### src/rtl/core/assert_macros.svh
// ----------------------------------------------------------------------------
// Assertion macros
// Shared concurrent assertion wrappers on clk; arst_n masks only CB_ASSERT.
// ----------------------------------------------------------------------------
`ifndef ASSERT_MACROS_SVH
`define ASSERT_MACROS_SVH

// Checked only outside reset.
`define CB_ASSERT(lbl, prop, msg) \
	lbl: assert property (@(posedge clk) disable iff (!arst_n) prop) \
		else $error(msg);

// Checked at every edge, reset included.
`define CB_ASSERT_ALWAYS(lbl, prop, msg) \
	lbl: assert property (@(posedge clk) prop) \
		else $error(msg);

`endif

### src/rtl/core/cb32_pkg.sv
// ----------------------------------------------------------------------------
// cb32_pkg
// Types and constants of the Crockford Base32 80-bit code decoder.
// ----------------------------------------------------------------------------
`default_nettype none

package cb32_pkg;

	localparam int SEED_W = 40;
	localparam int SYM_W  = 5;
	localparam int CNT_W  = 5;
	localparam int POS_W  = 4;
	localparam int CHAR_W = 8;
	localparam int STAT_W = 2;

	localparam logic [CNT_W-1:0] HALF_SYMS = 5'd8;
	localparam logic [CNT_W-1:0] CODE_SYMS = 5'd16;
	localparam logic [CNT_W-1:0] COUNT_CAP = 5'd17;

	localparam logic [STAT_W-1:0] ST_OK       = 2'd0;
	localparam logic [STAT_W-1:0] ST_BAD_LEN  = 2'd1;
	localparam logic [STAT_W-1:0] ST_BAD_CHAR = 2'd2;

	// decoded character
	typedef struct packed {
		logic             is_sep;
		logic             ok;
		logic [SYM_W-1:0] val;
	} sym_t;

	// one result word
	typedef struct packed {
		logic              valid_res;
		logic [STAT_W-1:0] status;
		logic [SEED_W-1:0] seed_high;
		logic [SEED_W-1:0] seed_low;
		logic [POS_W-1:0]  bad_position;
	} res_t;

endpackage

`default_nettype wire

### src/rtl/core/cb32_sym_dec.sv
// ----------------------------------------------------------------------------
// cb32_sym_dec
// Character to 5-bit Crockford symbol, with separator and invalid flags.
// ----------------------------------------------------------------------------
`default_nettype none

module cb32_sym_dec (
	input  wire logic [cb32_pkg::CHAR_W-1:0] char_code,
	output cb32_pkg::sym_t                   sym
);
	import cb32_pkg::*;

	logic [CHAR_W-1:0] up;

	always_comb begin
		// fold lower case only; codes 128..255 pass through unchanged
		if (char_code >= 8'h61 && char_code <= 8'h7A) begin
			up = char_code - 8'h20;
		end else begin
			up = char_code;
		end
	end

	always_comb begin
		sym.is_sep = (char_code == 8'h2D) || (char_code == 8'h20) || (char_code == 8'h2E);
		sym.ok     = 1'b1;
		sym.val    = '0;
		unique case (up) inside
			8'h49, 8'h4C:   sym.val = 5'd1;                 // I, L
			8'h4F:          sym.val = 5'd0;                 // O
			[8'h30:8'h39]:  sym.val = {1'b0, up[3:0]};      // 0-9
			[8'h41:8'h48]:  sym.val = up[4:0] + 5'd9;       // A-H
			[8'h4A:8'h4B]:  sym.val = up[4:0] + 5'd8;       // J-K
			[8'h4D:8'h4E]:  sym.val = up[4:0] + 5'd7;       // M-N
			[8'h50:8'h54]:  sym.val = up[4:0] + 5'd6;       // P-T
			[8'h56:8'h5A]:  sym.val = up[4:0] + 5'd5;       // V-Z
			default:        sym.ok  = 1'b0;
		endcase
	end

endmodule

`default_nettype wire

### src/rtl/core/cb32_accum.sv
// ----------------------------------------------------------------------------
// cb32_accum
// 80-bit symbol accumulator, status logic and result register.
// ----------------------------------------------------------------------------
`default_nettype none

module cb32_accum (
	input  wire logic           clk,
	input  wire logic           arst_n,
	input  wire logic           item_valid,
	input  wire logic           item_last,
	input  wire cb32_pkg::sym_t sym,
	input  wire logic           out_ready,
	output logic                advance,
	output logic                res_valid,
	output cb32_pkg::res_t      res
);
	import cb32_pkg::*;

	logic [SEED_W-1:0] hi_q, hi_n;
	logic [SEED_W-1:0] lo_q, lo_n;
	logic [CNT_W-1:0]  cnt_q, cnt_n;
	logic              bad_q, bad_n;
	logic [POS_W-1:0]  fbi_q, fbi_n;
	logic [SYM_W-1:0]  v;
	logic              out_free;
	res_t              res_n;
	res_t              res_q;
	logic              res_valid_q;

	always_comb begin
		hi_n  = hi_q;
		lo_n  = lo_q;
		cnt_n = cnt_q;
		bad_n = bad_q;
		fbi_n = fbi_q;
		v     = sym.ok ? sym.val : '0;
		if (!sym.is_sep) begin
			// symbols past sixteen are only counted
			if (cnt_q < CODE_SYMS) begin
				if (!sym.ok && !bad_q) begin
					bad_n = 1'b1;
					fbi_n = cnt_q[POS_W-1:0];
				end
				if (cnt_q < HALF_SYMS) begin
					hi_n = {hi_q[SEED_W-SYM_W-1:0], v};
				end else begin
					lo_n = {lo_q[SEED_W-SYM_W-1:0], v};
				end
			end
			if (cnt_q < COUNT_CAP) begin
				cnt_n = cnt_q + 5'd1;
			end
		end
	end

	always_comb begin
		res_n = '0;
		if (cnt_n != CODE_SYMS) begin
			res_n.status = ST_BAD_LEN;     // length wins over bad chars
		end else if (bad_n) begin
			res_n.status       = ST_BAD_CHAR;
			res_n.bad_position = fbi_n;
		end else begin
			res_n.valid_res = 1'b1;
			res_n.status    = ST_OK;
			res_n.seed_high = hi_n;
			res_n.seed_low  = lo_n;
		end
	end

	assign out_free = !res_valid_q || out_ready;
	assign advance  = item_valid && (!item_last || out_free);

	always_ff @(posedge clk or negedge arst_n) begin
		if (!arst_n) begin
			hi_q  <= '0;
			lo_q  <= '0;
			cnt_q <= '0;
			bad_q <= 1'b0;
			fbi_q <= '0;
		end else if (advance) begin
			if (item_last) begin
				hi_q  <= '0;
				lo_q  <= '0;
				cnt_q <= '0;
				bad_q <= 1'b0;
				fbi_q <= '0;
			end else begin
				hi_q  <= hi_n;
				lo_q  <= lo_n;
				cnt_q <= cnt_n;
				bad_q <= bad_n;
				fbi_q <= fbi_n;
			end
		end
	end

	always_ff @(posedge clk or negedge arst_n) begin
		if (!arst_n) begin
			res_valid_q <= 1'b0;
		end else if (advance && item_last) begin
			res_valid_q <= 1'b1;
		end else if (out_ready) begin
			res_valid_q <= 1'b0;
		end
	end

	always_ff @(posedge clk) begin
		if (advance && item_last) begin
			res_q <= res_n;
		end
	end

	assign res_valid = res_valid_q;
	assign res       = res_q;

endmodule

`default_nettype wire

### src/rtl/core/crockford_base32_decoder_80bit.sv
// ----------------------------------------------------------------------------
// crockford_base32_decoder_80bit
// Decodes a 16-symbol Crockford Base32 string into an 80-bit seed.
// ----------------------------------------------------------------------------
// Input channel (in_valid/in_ready): char_code plus last, one character word
// per cycle while in_ready is high. Dash, space and period are skipped;
// every other character is a symbol. The word marked last closes the string.
// Output channel (out_valid/out_ready): one result word per string, carrying
// valid_res, status (ok, wrong length, bad character), seed_high, seed_low
// and bad_position. Wrong length overrides bad character; seeds read zero
// unless the status is ok.
// Order: a word taken into the input register is decoded there and folded
// into the accumulator when it advances; a last word is folded into its
// result, which is loaded into the result register that drives the output.
// Throughput: one character per cycle while in_ready is high, set by the
// combinational lookup and 5-bit shift between input register and accumulator.
// Stall: the result register holds while out_ready is low. Non-last words
// keep flowing; a last word waits in the input register, and in_ready drops,
// only while a previous result is still unread.
// Reset: arst_n clears the accumulator, symbol count and both valids.
// ----------------------------------------------------------------------------
`default_nettype none

`include "assert_macros.svh"

module crockford_base32_decoder_80bit (
	input  wire logic                          clk,
	input  wire logic                          arst_n,
	// character words
	input  wire logic                          in_valid,
	output logic                               in_ready,
	input  wire logic [cb32_pkg::CHAR_W-1:0]   char_code,
	input  wire logic                          last,
	// result words
	output logic                               out_valid,
	input  wire logic                          out_ready,
	output logic                               valid_res,
	output logic [cb32_pkg::STAT_W-1:0]        status,
	output logic [cb32_pkg::SEED_W-1:0]        seed_high,
	output logic [cb32_pkg::SEED_W-1:0]        seed_low,
	output logic [cb32_pkg::POS_W-1:0]         bad_position
);
	import cb32_pkg::*;

	// input register
	logic              valid_s1;
	logic [CHAR_W-1:0] char_s1;
	logic              last_s1;

	sym_t sym;
	logic advance;
	logic res_valid;
	res_t res;

	// stage 1 frees up whenever its word moves on this cycle
	assign in_ready = !valid_s1 || advance;

	always_ff @(posedge clk or negedge arst_n) begin
		if (!arst_n) begin
			valid_s1 <= 1'b0;
		end else if (in_ready) begin
			valid_s1 <= in_valid;
		end
	end

	always_ff @(posedge clk) begin
		if (in_valid && in_ready) begin
			char_s1 <= char_code;
			last_s1 <= last;
		end
	end

	cb32_sym_dec u_dec (
		.char_code (char_s1),
		.sym       (sym)
	);

	cb32_accum u_acc (
		.clk        (clk),
		.arst_n     (arst_n),
		.item_valid (valid_s1),
		.item_last  (last_s1),
		.sym        (sym),
		.out_ready  (out_ready),
		.advance    (advance),
		.res_valid  (res_valid),
		.res        (res)
	);

	assign out_valid    = res_valid;
	assign valid_res    = res.valid_res;
	assign status       = res.status;
	assign seed_high    = res.seed_high;
	assign seed_low     = res.seed_low;
	assign bad_position = res.bad_position;

	// valid_res flags exactly the ok status
	`CB_ASSERT(a_ok_flag, out_valid |-> (valid_res == (status == ST_OK)), "valid_res/status mismatch")
	// a bad position only goes with a bad-character status
	`CB_ASSERT(a_pos_zero, (out_valid && status != ST_BAD_CHAR) |-> (bad_position == '0),
		"bad_position set without bad-character status")
	// input backs up only behind a last word facing a stalled result
	`CB_ASSERT(a_bp_cause, !in_ready |-> (valid_s1 && last_s1 && out_valid && !out_ready),
		"in_ready low without a stalled result")
	// seeds stay zero unless ok
	`CB_ASSERT(a_seed_zero, (out_valid && !valid_res) |-> (seed_high == '0 && seed_low == '0),
		"seed present on a failed decode")

endmodule

`default_nettype wire
### config.mk
export PLATFORM = sky130hd
export DESIGN_NAME = crockford_base32_decoder_80bit
export DESIGN_NICKNAME = d
export VERILOG_FILES = /design/src/rtl/core/cb32_pkg.sv /design/src/rtl/core/cb32_sym_dec.sv /design/src/rtl/core/cb32_accum.sv /design/src/rtl/core/crockford_base32_decoder_80bit.sv
export VERILOG_INCLUDE_DIRS = /design/src /design/src/rtl/core
export SDC_FILE = /design/constraint.sdc
export NUM_CORES = 1
export LEC_CHECK = 0
export CORE_ASPECT_RATIO = 0.8
export CORE_MARGIN = 4
export CORE_UTILIZATION = 47
export DETAILED_ROUTE_END_ITERATION = 6
export DONT_BUFFER_PORTS = 1
export GPL_ROUTABILITY_DRIVEN = 0
export GPL_TIMING_DRIVEN = 0
export PLACE_DENSITY = 0.63
export SETUP_SLACK_MARGIN = 0.02
export SLEW_MARGIN = 20
export SYNTH_ARGS = -nofsm -noshare
export SYNTH_HDL_FRONTEND = slang
export SYNTH_SLANG_ARGS = --single-unit
export TNS_END_PERCENT = 20
### constraint.sdc
create_clock -name clk -period 5.5 [get_ports clk]
set_input_delay 0.55 -clock clk [delete_from_list [all_inputs] [get_ports clk]]
set_output_delay 0.55 -clock clk [all_outputs]
set_load 0.02 [all_outputs]
==> impl_metrics.toml, run 1 <==
[cts]
htreeDepth = 4
cts_buffers = 17
cts_tree = "done"
postCtsSetupBuffers = 0
clk_latency_ns = 0.44
clockBufferDepth = 2
cts-root-buf = "clkbuf_16"
clock-sinks = 188
clk_pin_slew_ns = 0.07

[timing]
slew_violations = 0
setup_tns_ns = 0
slew_headroom = 0.491
period_needed_ns = 4.64
final-hold-violation-count = 0
fmax_ghz = 0.215
hold_ws_ns = 0.0276
finalClockSkew_ns = 0.00742
worst_pin_slew_ns = 0.761
rsz0062_at_grt = "no"
finalCritPeriodShare = 0.844
worst_slack_ns = 0.859
setup_viol = 0

[cells_and_area]
fin_cells = 1215
nNetsFinal = 971
diodes = 0
area_growth_pct = 10.5
fin_area_um2 = 10200
layout_common_cells = "233 x nand2_1, 96 x edfxtp_1, 95 x o21ai_0"
postLayoutCoreUtil = 0.532
drive_gt1_frac = 0.0721
layout_commonest_cell = "nand2_1"

[die]
fp.dieH_um = 133
ios = 102
start_util = 0.481
core_um2 = 19100
fp.dieW_um = 164
rows = 45
die-area_um2 = 21900

[synthesis]
synth_xor_area_frac = 0.00477
synth_nets = 950
dominantRegCellSynth = "edfxtp_1"
synth_area_um2 = 9190
synth_area_per_cell_um2 = 9.96
synthCells = 923
synth_fa_ha_area_frac = 0.0199
synthSimpleGateAreaFrac = 0.156
synth-edff-count = 96
ys_ff_latch = 188
synthMuxAreaShare = 0.00436
async_flop_share = 0.489
synth_warnings = 0
synth.distinct_cells = 68
synth_compound_area_frac = 0.214
synth_top_family_by_area = "compound AO/OA/AOI/OAI gates"
yosysSeqAreaShare = 0.564

[worst_setup_path]
cp.depth = 15
crit_slowest_cell = "edfxtp_1"
reg2reg_depth = 15
worstPathArrival_ns = 4.80
worstPathMaxFanout = 10
end_kind = "flop"
crit_family = "simple AND/OR/NAND/NOR gates"
start_kind = "flop"
crit_required_ns = 5.65
critPathKind = "flop to flop"
cp_num_buf_inv = 2
cpMostUsedCell = "ha_1"
critPathMaxStageDelay_ns = 0.47
crit_chain = "buf_1 -> inv_1 -> ha_1 -> and4b_1 -> o2111ai_1 -> nand3_1 -> a32o_1 -> and2_1 -> or2_2 -> ha_1 -> a21o_1 -> a21oi_1 -> nor3_1 -> nor3b_2 -> a211oi_2"

[global_route]
antenna_found_initial = 0
grt_max_degree = 93
grt_pass1_wl_um = 36900
grt_pass1_vias = 6654
overflow = 0
gr-usage-all-layers = 0.213

[run]
max-cap-violations = 0

[power_and_ir_drop]
power_density_nw_per_um2 = 391
leakage_nw = 3.70
power_mw = 3.97
ir_worst_vdd_mv = 0.197

[placement]
pre_cts_ws_ns = 0.944
dpl_cell_area_um2 = 9540
dp_cells = 1182
dp_hpwl_um = 15000
port_buffers = 0

[routing]
drt_pass1_iterations = 5
routed-via-count = 6992
drt_iter0_markers = 707
ant_nets = 0
vias_per_cell = 5.75
wirelength_um = 22600
drcViolationCount = 0
routedWlPerCell_um = 18.6

[hold_path]
hold_path_class = "input port to asynchronous set/reset pin"

[outcome]
status = "finished, final reports clean"
-- synthesized netlist by cell type (3+ instances only) --
library cell / instances / area [um^2]
nand2_1: 233 / 875
edfxtp_1: 96 / 2880
o21ai_0: 95 / 475
dfrtp_1: 92 / 2300
a21oi_1: 89 / 445
a21boi_0: 71 / 533
clkbuf_1: 48 / 180
nor2_1: 26 / 97.6
inv_1: 15 / 56.3
ha_1: 13 / 163
nor3b_1: 11 / 82.6
and2_1: 10 / 62.6
a211oi_2: 8 / 100
a21o_1: 7 / 52.6
buf_4: 7 / 52.6
a31oi_1: 5 / 31.3
buf_2: 5 / 25.0
nand3_1: 5 / 25.0
nor2b_1: 5 / 31.3
nor3_1: 5 / 25.0
a211oi_1: 4 / 30.0
mux2i_1: 4 / 40.0
nand2b_1: 4 / 25.0
and3_1: 3 / 18.8
nand3b_1: 3 / 22.5
o211ai_1: 3 / 22.5
or3_1: 3 / 18.8
xor2_1: 3 / 26.3
-- layout make-up --
class | count | area [um^2]
multi-input cells | 656 | 3670
fillers | 1672 | 8930
well taps | 258 | 323
repair buffers | 2 | 55.1
flip-flops and latches | 188 | 5180
clock buffers | 18 | 429
clock inverters | 14 | 159
inverters | 16 | 62.6
plain buffers | 63 | 277
-- metal layers --
metal | vias to the layer above | global-route usage | wire length [um]
li1 | 3328 | - | -
met2 | 218 | 0.309 | 10100
met5 | - | 0 | 0
met1 | 3427 | 0.322 | 10900
met4 | 0 | 0.0531 | 263
met3 | 19 | 0.0505 | 1350
-- path summary, 6_finish.rpt --
kind,startpoint,endpoint,slack [ns]
worst max-delay path,char_s1[2],u_acc.res[8],0.86
worst min-delay path,arst_n,u_acc.hi_q[33],0.03
worst max register to register,char_s1[2],u_acc.res[8],0.86
worst min register to register,u_acc.hi_q[39],u_acc.hi_q[39],0.48
max in group asynchronous,arst_n,u_acc.lo_q[21],5.08
min in group clk,char_code[7],char_s1[7],0.21
-- worst reg2reg max path, stage by stage, from the launching register on --
cell	delay, ns
edfxtp_1	0.47
buf_1	0.37
inv_1	0.25
ha_1	0.26
and4b_1	0.24
o2111ai_1	0.24
nand3_1	0.23
a32o_1	0.33
and2_1	0.21
or2_2	0.33
ha_1	0.32
a21o_1	0.19
a21oi_1	0.21
nor3_1	0.09
nor3b_2	0.46
a211oi_2	0.16
-- registers in the layout, indices dropped and copies added (netlist names) --
signal           flops
u_acc.res           87
u_acc.hi_q          40
u_acc.lo_q          40
char_s1              8
u_acc.cnt_q          5
u_acc.fbi_q          4
last_s1              1
u_acc.bad_q          1
u_acc.res_valid      1
valid_s1             1
-- cells by family (layout without fill, tap and decap cells) --
kind of cell,after synthesis,after routing
AOI/OAI and AO/OA,311,311
xor gates and xnor gates,5,5
adders and majority gates,14,14
buffers and inverters,79,113
DFF,188,188
muxes,4,4
and+or+nand+nor,322,322
-- what timing repair did --
action | 4_1_cts | 5_1_grt
endpoints found under the hold margin | 92 | 0
hold buffers | 1 | 0
gates resized for setup | 0 | 0
-- power breakdown --
group          internal (mW)  leakage, nW  total [mW]  switching, mW
sequential              1.68         2.19        1.91          0.232
clock                  0.680        0.271        1.26          0.575
combinational          0.246         1.24       0.802          0.555
Note: power is estimated with default switching activity, not from simulation.
==> run 2, diff against run 1 <==
ABC_AREA = 1   (was default)
clock period = 4.7 ns   (was 5.5 ns; I/O delays follow)
==> impl_metrics.toml, run 2 <==
[die]
die-area_um2 = 20600
rows = 44
fp.dieH_um = 129
ios = 102
core_um2 = 18100
start_util = 0.477
fp.dieW_um = 160

[placement]
dp_cells = 1151
port_buffers = 0
dp_hpwl_um = 13800

[power_and_ir_drop]
seqPwrFrac = 0.507
ir_worst_vdd_mv = 0.270
power_density_nw_per_um2 = 396
p_sw_frac = 0.271
clkPwrFrac = 0.375
p_switching_mw = 1.03
pwr-share-comb = 0.117
p_int_mw = 2.77
leakage_nw = 4.05

[synthesis]
dominantRegCellSynth = "edfxtp_1"
synth_nets = 947
synthTopCellsByCount = "212 x nand2_1, 110 x inv_1, 100 x nor2_1"
synth_area_um2 = 8640
synth_area_per_cell_um2 = 9.40
synth-edff-count = 96
synth_area_leaders = "edfxtp_1 33%, dfrtp_1 27%, nand2_1 9.2%, o21ai_0 5.3%, inv_1 4.8%"
yosysSeqAreaShare = 0.600
post-synth-top-area-fraction = 0.333
synth.distinct_cells = 41
synthCells = 920
synth_most_common_cell = "nand2_1"
async_flop_share = 0.489
synth_area_leader_cell = "edfxtp_1"
ys_ff_latch = 188
synth_warnings = 0

[outcome]
status = "finished, final reports clean"

[cts]
postCtsSetupBuffers = 0
clock-sinks = 188
clk_pin_slew_ns = 0.07
cts-root-buf = "clkbuf_16"
clk_latency_ns = 0.44
clockBufferDepth = 2
htreeDepth = 4
cts_tree = "done"
cts_buffers = 17
cts_resized = 0

[routing]
drcViolationCount = 0
ant_nets = 0
vias_per_cell = 5.30
routed-via-count = 6281
wirelength_um = 19700
drt_pass1_iterations = 5
drt_iter0_markers = 526
routedWlPerCell_um = 16.7

[cells_and_area]
fin_cells = 1185
largest_reg_flops = 87
diodes = 0
area_growth_pct = 10.9
layout_commonest_cell = "nand2_1"
layout_common_cells = "212 x nand2_1, 109 x inv_1, 100 x nor2_1"
postLayoutCoreUtil = 0.529
drive_gt1_frac = 0.0838
nNetsFinal = 969

[global_route]
grt_pass1_vias = 5971
grt_pass1_wl_um = 32000
gr-usage-all-layers = 0.197
overflow = 0
grt_max_degree = 93
antenna_found_initial = 0

[timing]
final-hold-violation-count = 0
slew_headroom = 0.613
period_needed_ns = 3.84
rsz0062_at_grt = "no"
finalCritPeriodShare = 0.816
setup_tns_ns = 0
fmax_ghz = 0.261
finalClockSkew_ns = 0.0120
slew_violations = 0
worst_pin_slew_ns = 0.581
setup_viol = 0

[worst_setup_path]
critPathKind = "flop to flop"
worstPathArrival_ns = 4.03
worstPathMaxFanout = 8
start_kind = "flop"
crit_required_ns = 4.89
end_kind = "flop"

[run]
max-cap-violations = 0

[hold_path]
hold_path_class = "input port to flop"
-- run 2: final cells by class --
class / instances / area [um^2]
Inverter: 120 / 454
Buffer: 44 / 195
Tap cell: 230 / 288
Multi-Input combinational cell: 568 / 2810
Sequential cell: 188 / 5180
Timing Repair Buffer: 3 / 65.1
Clock inverter: 8 / 81.3
Clock buffer: 24 / 503
Fill cell: 1629 / 8530
-- run 2: worst max-delay path: stages, from the launching register on --
cell and delay [ns]:
edfxtp_1 0.52, inv_1 0.22, ha_1 0.20, nand2_1 0.05, inv_1 0.06, nand2_1 0.10, nand3_4 0.12, nand2_1 0.06
nand2_1 0.08, nand3_1 0.10, nor2_2 0.25, nand2_1 0.08, nand2_1 0.10, nand2_2 0.09, nand2_1 0.10, inv_1 0.05
ha_1 0.32, a21oi_1 0.15, nand2_1 0.09, xor2_1 0.15, nand2_1 0.09, nand3_1 0.15, nand2_1 0.12, o21ai_0 0.15
and2_1 0.19
-- run 2: path summary, 6_finish.rpt --
path                                from  depth (start not counted)  slack [ns]              to
max                           char_s1[2]                         24        0.86   u_acc.res[48]
min                         char_code[5]                          0        0.12      char_s1[5]
max reg2reg                   char_s1[2]                         24        0.86   u_acc.res[48]
min reg2reg                u_acc.hi_q[4]                          2        0.48   u_acc.hi_q[4]
max in group asynchronous         arst_n                          2        3.66   u_acc.hi_q[2]
min in group asynchronous         arst_n                          2        0.65  u_acc.lo_q[25]
-- run 2: routing by layer --
metal  up-vias  GRT usage  wire, um
met1      2994      0.299      9840
met3        15     0.0467      1240
li1       3106          -         -
met4         0     0.0490       161
met5         -          0         0
met2       166      0.288      8480
-- run 2: power by group through the flow --
stage / clock [mW] / sequential, mW / combinational, mW
after floorplan: 0 / 1.95 / 0.313
after detailed placement: 0 / 1.96 / 0.421
after global routing: 1.52 / 1.94 / 0.505
after global placement: 0 / 1.96 / 0.412
after CTS: 1.45 / 1.93 / 0.443
final: 1.43 / 1.93 / 0.445
-- run 2: timing repair --
item / in CTS / in global routing
hold buffers: 2 / 0
hold endpoints to repair: 92 / 0
endpoints found under the setup margin: 0 / 0
-- run 2: kinds of logic (layout without fill, tap and decap cells) --
group / Yosys count / in the layout / share of synthesized area
flip-flops: 188 / 188 / 0.600
XOR/XNOR: 5 / 5 / 0.00507
adder cells (fa/ha/maj): 14 / 14 / 0.0211
buffers and inverters: 164 / 199 / 0.0748
AND/OR/NAND/NOR: 372 / 372 / 0.185
AO/OA/AOI/OAI: 177 / 177 / 0.114
-- run 2: metrics by stage --
step | power, mW | area (um^2) | hold WS [ns] | setup WS (ns)
global placement | 2.38 | 8930 | 0.179 | 0.547
CTS | 3.82 | 9580 | 0.111 | 0.925
floorplan | 2.26 | 8640 | 0.174 | 1.60
detailed placement | 2.38 | 8960 | 0.178 | 0.937
global route | 3.96 | 9580 | 0.104 | 0.431
finish | 3.80 | 9580 | 0.123 | 0.865
